**config.mk**
```make
export PLATFORM = sky130hd
export DESIGN_NAME = gemm_front
export DESIGN_NICKNAME = d
export VERILOG_FILES = /design/src/design/gemm_pkg.sv /design/src/design/gemm_front.sv
export SDC_FILE = /design/constraint.sdc
export NUM_CORES = 1
export LEC_CHECK = 0
export ABC_AREA = 0
export BUFFER_PORTS_ARGS = -buffer_cell sky130_fd_sc_hd__buf_2
export CORE_MARGIN = 3
export CORE_UTILIZATION = 50
export DETAILED_ROUTE_END_ITERATION = 10
export PLACE_DENSITY = 0.83
export SYNTH_ARGS = -nofsm -noshare
export SYNTH_HDL_FRONTEND = slang
export SYNTH_SLANG_ARGS = --single-unit
```
**constraint.sdc**
```tcl
create_clock -name clk -period 2.3 [get_ports clk]
set_clock_uncertainty 0.15 [all_clocks]
set_input_delay 0.46 -clock clk [delete_from_list [all_inputs] [get_ports clk]]
set_output_delay 0.46 -clock clk [all_outputs]
set_load 0.05 [all_outputs]
```
**src/design/gemm_pkg.sv**
```systemverilog
// Shared types, constants and helpers for the matrix multiply-accumulate block.
// Used by gemm_front, gemm_engine and general_matrix_multiply_accumulate.
// Depends on nothing else.
package gemm_pkg;

  localparam int MAX_DIM   = 16;
  localparam int FRAC_BITS = 16;
  localparam int IDX_W     = $clog2(MAX_DIM);
  localparam int ADDR_W    = 2 * IDX_W;
  localparam int DEPTH     = MAX_DIM * MAX_DIM;
  localparam int DIM_W     = 5;
  localparam int DATA_W    = 32;

  // Exact dot product, then the shifted sum split in two halves for the alpha product.
  localparam int ACC_W  = 2 * DATA_W + IDX_W;
  localparam int SH_W   = ACC_W - FRAC_BITS;
  localparam int LO_W   = SH_W / 2;
  localparam int MX_W   = DATA_W + 1;
  localparam int MUL_W  = MX_W + DATA_W;
  localparam int PROD_W = SH_W + DATA_W;
  localparam int SCL_W  = PROD_W - FRAC_BITS;
  localparam int SUM_W  = SCL_W + 1;

  localparam int IN_TDATA_W  = 40;
  localparam int OUT_TDATA_W = 40;
  localparam int OP_W        = 3;
  localparam int PADDR_W     = 5;

  typedef enum logic [OP_W-1:0] {
    OP_WR_A    = 3'd0,
    OP_WR_B    = 3'd1,
    OP_WR_C    = 3'd2,
    OP_COMPUTE = 3'd3,
    OP_RD_C    = 3'd4
  } op_t;

  typedef enum logic [2:0] {
    REG_ROWS_A    = 3'd0,
    REG_COLS_B    = 3'd1,
    REG_INNER_LEN = 3'd2,
    REG_ALPHA     = 3'd3,
    REG_BETA      = 3'd4
  } reg_idx_t;

  localparam logic KIND_DONE = 1'b0;
  localparam logic KIND_READ = 1'b1;

  typedef struct packed {
    op_t               op;
    logic [IDX_W-1:0]  row;
    logic [IDX_W-1:0]  col;
    logic [DATA_W-1:0] value;
  } cmd_t;

  typedef struct packed {
    logic [DIM_W-1:0]  rows_a;
    logic [DIM_W-1:0]  cols_b;
    logic [DIM_W-1:0]  inner_len;
    logic [DATA_W-1:0] alpha;
    logic [DATA_W-1:0] beta;
  } cfg_t;

  typedef struct packed {
    logic [DATA_W-1:0] value;
    logic              flag;
  } sat_t;

  function automatic logic [DIM_W-1:0] clamp_dim(input logic [DIM_W-1:0] d);
    return (d > DIM_W'(MAX_DIM)) ? DIM_W'(MAX_DIM) : d;
  endfunction

  // Clamp a wide signed value to 32 bits and report whether it was clipped.
  function automatic sat_t sat32(input logic [SUM_W-1:0] v);
    sat_t r;
    logic [SUM_W-DATA_W:0] top;
    top = v[SUM_W-1:DATA_W-1];
    if ((&top) || !(|top)) begin
      r.value = v[DATA_W-1:0];
      r.flag  = 1'b0;
    end else begin
      r.value = v[SUM_W-1] ? {1'b1, {(DATA_W-1){1'b0}}} : {1'b0, {(DATA_W-1){1'b1}}};
      r.flag  = 1'b1;
    end
    return r;
  endfunction

endpackage

```
**src/design/gemm_front.sv**
```systemverilog
// Front end: takes stream words, decodes and classifies the operation, and
// queues legal commands for the engine. Unknown operations are dropped here.
// Depends on gemm_pkg.
module gemm_front (
  input  logic                           clk,
  input  logic                           rst,
  input  logic                           s_tvalid,
  output logic                           s_tready,
  input  logic [gemm_pkg::IN_TDATA_W-1:0] s_tdata,  // row[3:0], col[7:4], value[39:8]
  input  logic [gemm_pkg::OP_W-1:0]       s_tuser,  // op[2:0]
  output gemm_pkg::cmd_t                  cmd,
  output logic                           cmd_valid,
  input  logic                           cmd_pop
);
  import gemm_pkg::*;

  localparam int QDEPTH = 4;
  localparam int QPTR_W = $clog2(QDEPTH);

  cmd_t              queue [QDEPTH];
  logic [QPTR_W-1:0] wr_ptr;
  logic [QPTR_W-1:0] rd_ptr;
  logic [QPTR_W:0]   count;
  logic              legal;
  logic              push;
  logic              pop;
  cmd_t              in_cmd;

  always_comb begin
    in_cmd.op    = op_t'(s_tuser);
    in_cmd.row   = s_tdata[IDX_W-1:0];
    in_cmd.col   = s_tdata[2*IDX_W-1:IDX_W];
    in_cmd.value = s_tdata[2*IDX_W+DATA_W-1:2*IDX_W];
    case (s_tuser)
      OP_WR_A, OP_WR_B, OP_WR_C, OP_COMPUTE, OP_RD_C: legal = 1'b1;
      default: legal = 1'b0;
    endcase
  end

  assign s_tready  = (count != (QPTR_W+1)'(QDEPTH));
  assign push      = s_tvalid && s_tready && legal;
  assign cmd_valid = (count != '0);
  assign pop       = cmd_pop && cmd_valid;
  assign cmd       = queue[rd_ptr];

  always_ff @(posedge clk) begin
    if (push) begin
      queue[wr_ptr] <= in_cmd;
    end
  end

  always_ff @(posedge clk) begin
    if (rst) begin
      wr_ptr <= '0;
      rd_ptr <= '0;
      count  <= '0;
    end else begin
      if (push) begin
        wr_ptr <= wr_ptr + 1'b1;
      end
      if (pop) begin
        rd_ptr <= rd_ptr + 1'b1;
      end
      if (push && !pop) begin
        count <= count + 1'b1;
      end else if (pop && !push) begin
        count <= count - 1'b1;
      end
    end
  end

endmodule

```
==> results.md <==
* Status: finished, violations left
* Failing checks: setup timing
* Die width at approximately 120 µm
* Crit. End Element: primary output
* Worst r2r src: count[2]
* Worst Path Arrival at ~1.8 ns
* Slew Limit Fails at 0
* YS warnings at 0
* Cells after DPL at 541
* Clock slew at reported path FFs at 0.06 ns
* Via count at 3170
* Post-Place Cell Area at about 7500 µm²
* Antenna Cells at 0
* Initial Utilization at 0.520
* RSZ-0062 raised after global routing: yes
* Vias in the first global route at 3324
* Detailed-route DRC error count at 0
* CP Class: flip-flop to primary output
* Placer congestion estimate at 0.769
* Fill cells at 840
* Via density at 5.47
* Crit-path max FO at 5
* GR Overflow Total at 0
* H-tree levels at 4
* Synthesized cell area at ~6700 µm²
* Avg Synthesized Cell Area at 24.3 µm²
* Max-cap violations at 0
* Root Buffer: clkbuf_16
* TritonRoute pass-1 iters at 4
* Antenna-violating nets left at 0
* Rel. slew slack at 0.590
* Avg WL per Cell at roughly 22 µm
* Final Cycle Share at 1.06
* Tmin final at around 2.4 ns
* Worst hold path class: input pin to flip-flop
* Pwr dens at 1220 nW/µm²
* P_leak at 0.00289 µW
* Worst Reg-to-Reg Cells at 8
* Reg2reg end: count[2]
* Count leader, synth: edfxtp_1
* Clock sinks at 181
* Final setup vio count at 43
* Std-Cell Rows at 41
* Max clock buf depth at 2
* Post-Syn Nets at between 300 and 400
* CTS tree: done
* Initial antenna violation count at 1
* Chip Height at 121 µm
* CP Launch Type: flip-flop
* Port bufs at 91
* Cell area after layout at 8480 µm²
* VDD IR-drop max at between 0.6 and 0.7 mV
* Worst setup margin at -0.128 ns
* Cell taking the most area after synthesis: edfxtp_1
* Total CTS buffers at 17
* Clock Latency Late Sink at 0.42 ns
* Count of state elements after synthesis at between 150 and 200
* Ys flop type: edfxtp_1
* WP data required at 1.69 ns
* Die Area at between 10000 and 15000 µm²
* Largest net degree at the start of global routing at 33
* Seq/Total Area, Yosys at 0.802
* Finished Core Util at 0.661
* Layout Cells excl Fill at 580
* Core area at 12800 µm²
* Fmax at 412 MHz
* Hold Startpoint: s_tdata[5]
* Yosys top cell area share at 0.775
* Main area contributors after synthesis: edfxtp_1, mux4_2, dfxtp_1
* Final WL at 12500 µm
* Post-synth cell types at 23
* Global-route wire length before repair at between 15000 and 20000 µm
* IO Pins at 92
* Worst-margin pin slew at 0.608 ns
* Dpl hpwl at between 7000 and 8000 µm
* Hold Crit Endpoint: queue[2][33]
* Final hold violation count at 0
* Final #Nets at 450
* Gate Count Post-Synth at roughly 270
* Commonest cells post-synth: edfxtp_1, mux4_2, dfxtp_1
* Post-synth EDFFs at approximately 170
* Syn-to-layout area delta at 27.2%
* Iter 0 DRT Violations at 256
* Post-synth ARST share at 0
* Layout cells sized above 1 at 0.495
* Gr usage total at 0.183
* Worst Hold Depth at 1
* Final hold slack at between 0.1 and 0.15 ns
* Setup slack, reg-to-reg at 0.14 ns
## area by class of cell
cell class              instances  area [µm²]  share of cell area
clock inverters                12         115              0.0136
flip-flops and latches        181        5350               0.631
repair buffers                116        1070               0.127
clock buffers                  18         429              0.0506
well taps                     172         215              0.0254
multi-input cells              78        1280               0.151
inverters                       3        11.3             0.00133
## worst max-delay path by stage
stage / startpoint / endpoint / slack (ns) / cells after the start
detailed placement: s_tuser[1] / count[2] / -0.05 / 9
global placement: s_tuser[1] / count[2] / 0.04 / 9
CTS: flip-flop / cmd[42] / -0.16 / 4
floorplan: count[2] / count[2] / 0.02 / 9
finish: flip-flop / cmd[41] / -0.13 / 4
global route: flip-flop / cmd[41] / -0.20 / 4
## cell families after synthesis
family,share of synthesized area
DFF,0.802
muxes,0.151
buffers and inverters,0.0105
and+or+nand+nor,0.0148
xor gates and xnor gates,0.00525
adders and majority gates,0.0124
AOI/OAI and AO/OA,0.00469
## what timing repair did
action                     CTS  global route
gates resized for setup     75             5
hold buffers                 0             0
gates cloned                 3             1
buffers inserted             4             1
setup endpoints to repair   40            43
## layer usage
| metal | up-vias | track usage | share of wire |
|---|---|---|---|
| li1 | 1396 | - | - |
| met1 | 1636 | 0.243 | 0.40 |
| met2 | 121 | 0.295 | 0.53 |
| met3 | 15 | 0.0587 | 0.066 |
| met4 | 2 | 0.0546 | 0.011 |
| met5 | - | 0 | 0.00056 |
## registers in the layout (all words and copies together), names as in the netlist, named ones only
register	cells
rd_ptr	2
wr_ptr	2
count	3
queue	172
## power breakdown
group / switching, µW / total (µW) / internal (µW) / leakage, µW
registers: 109 / 3970 / 3860 / 0.00164
logic: 2110 / 3730 / 1620 / 0.000987
clock network: 1120 / 2680 / 1570 / 0.000265
## layout by cell type, fill, tap and decap left out, types with 2 or more instances in the layout
cell type	synthesis	final
edfxtp_1	172	172
buf_4	0	10
dfxtp_1	9	4
buf_6	1	36
mux2i_1	2	2
clkinv_2	0	3
clkinv_1	0	4
ha_1	5	4
buf_8	0	2
buf_16	0	3
dfxtp_2	0	4
and2_2	4	4
bufinv_16	0	2
inv_1	3	2
nor2_1	7	7
xor2_1	4	4
nand2b_1	2	2
clkbuf_16	0	18
mux4_2	43	43
o21ai_0	2	2
buf_12	0	9
buf_2	5	55
clkinv_4	0	2
## critical path: stages (launching register included)
cell and delay [ns]:
dfxtp_4 0.41, buf_6 0.14, buf_12 0.12, mux4_2 0.54
buf_8 0.18
## stage by stage
stage                     setup TNS [ns]  setup slack [ns]  power [µW]
after CTS                          -4.62            -0.157       10400
after floorplan                        0            0.0155        6290
final                              -3.72            -0.128       10400
after detailed placement         -0.0478           -0.0478        7030
after global routing               -6.77            -0.195       10800
after global placement                 0            0.0403        6980
Power figures use the tool's default switching activity.
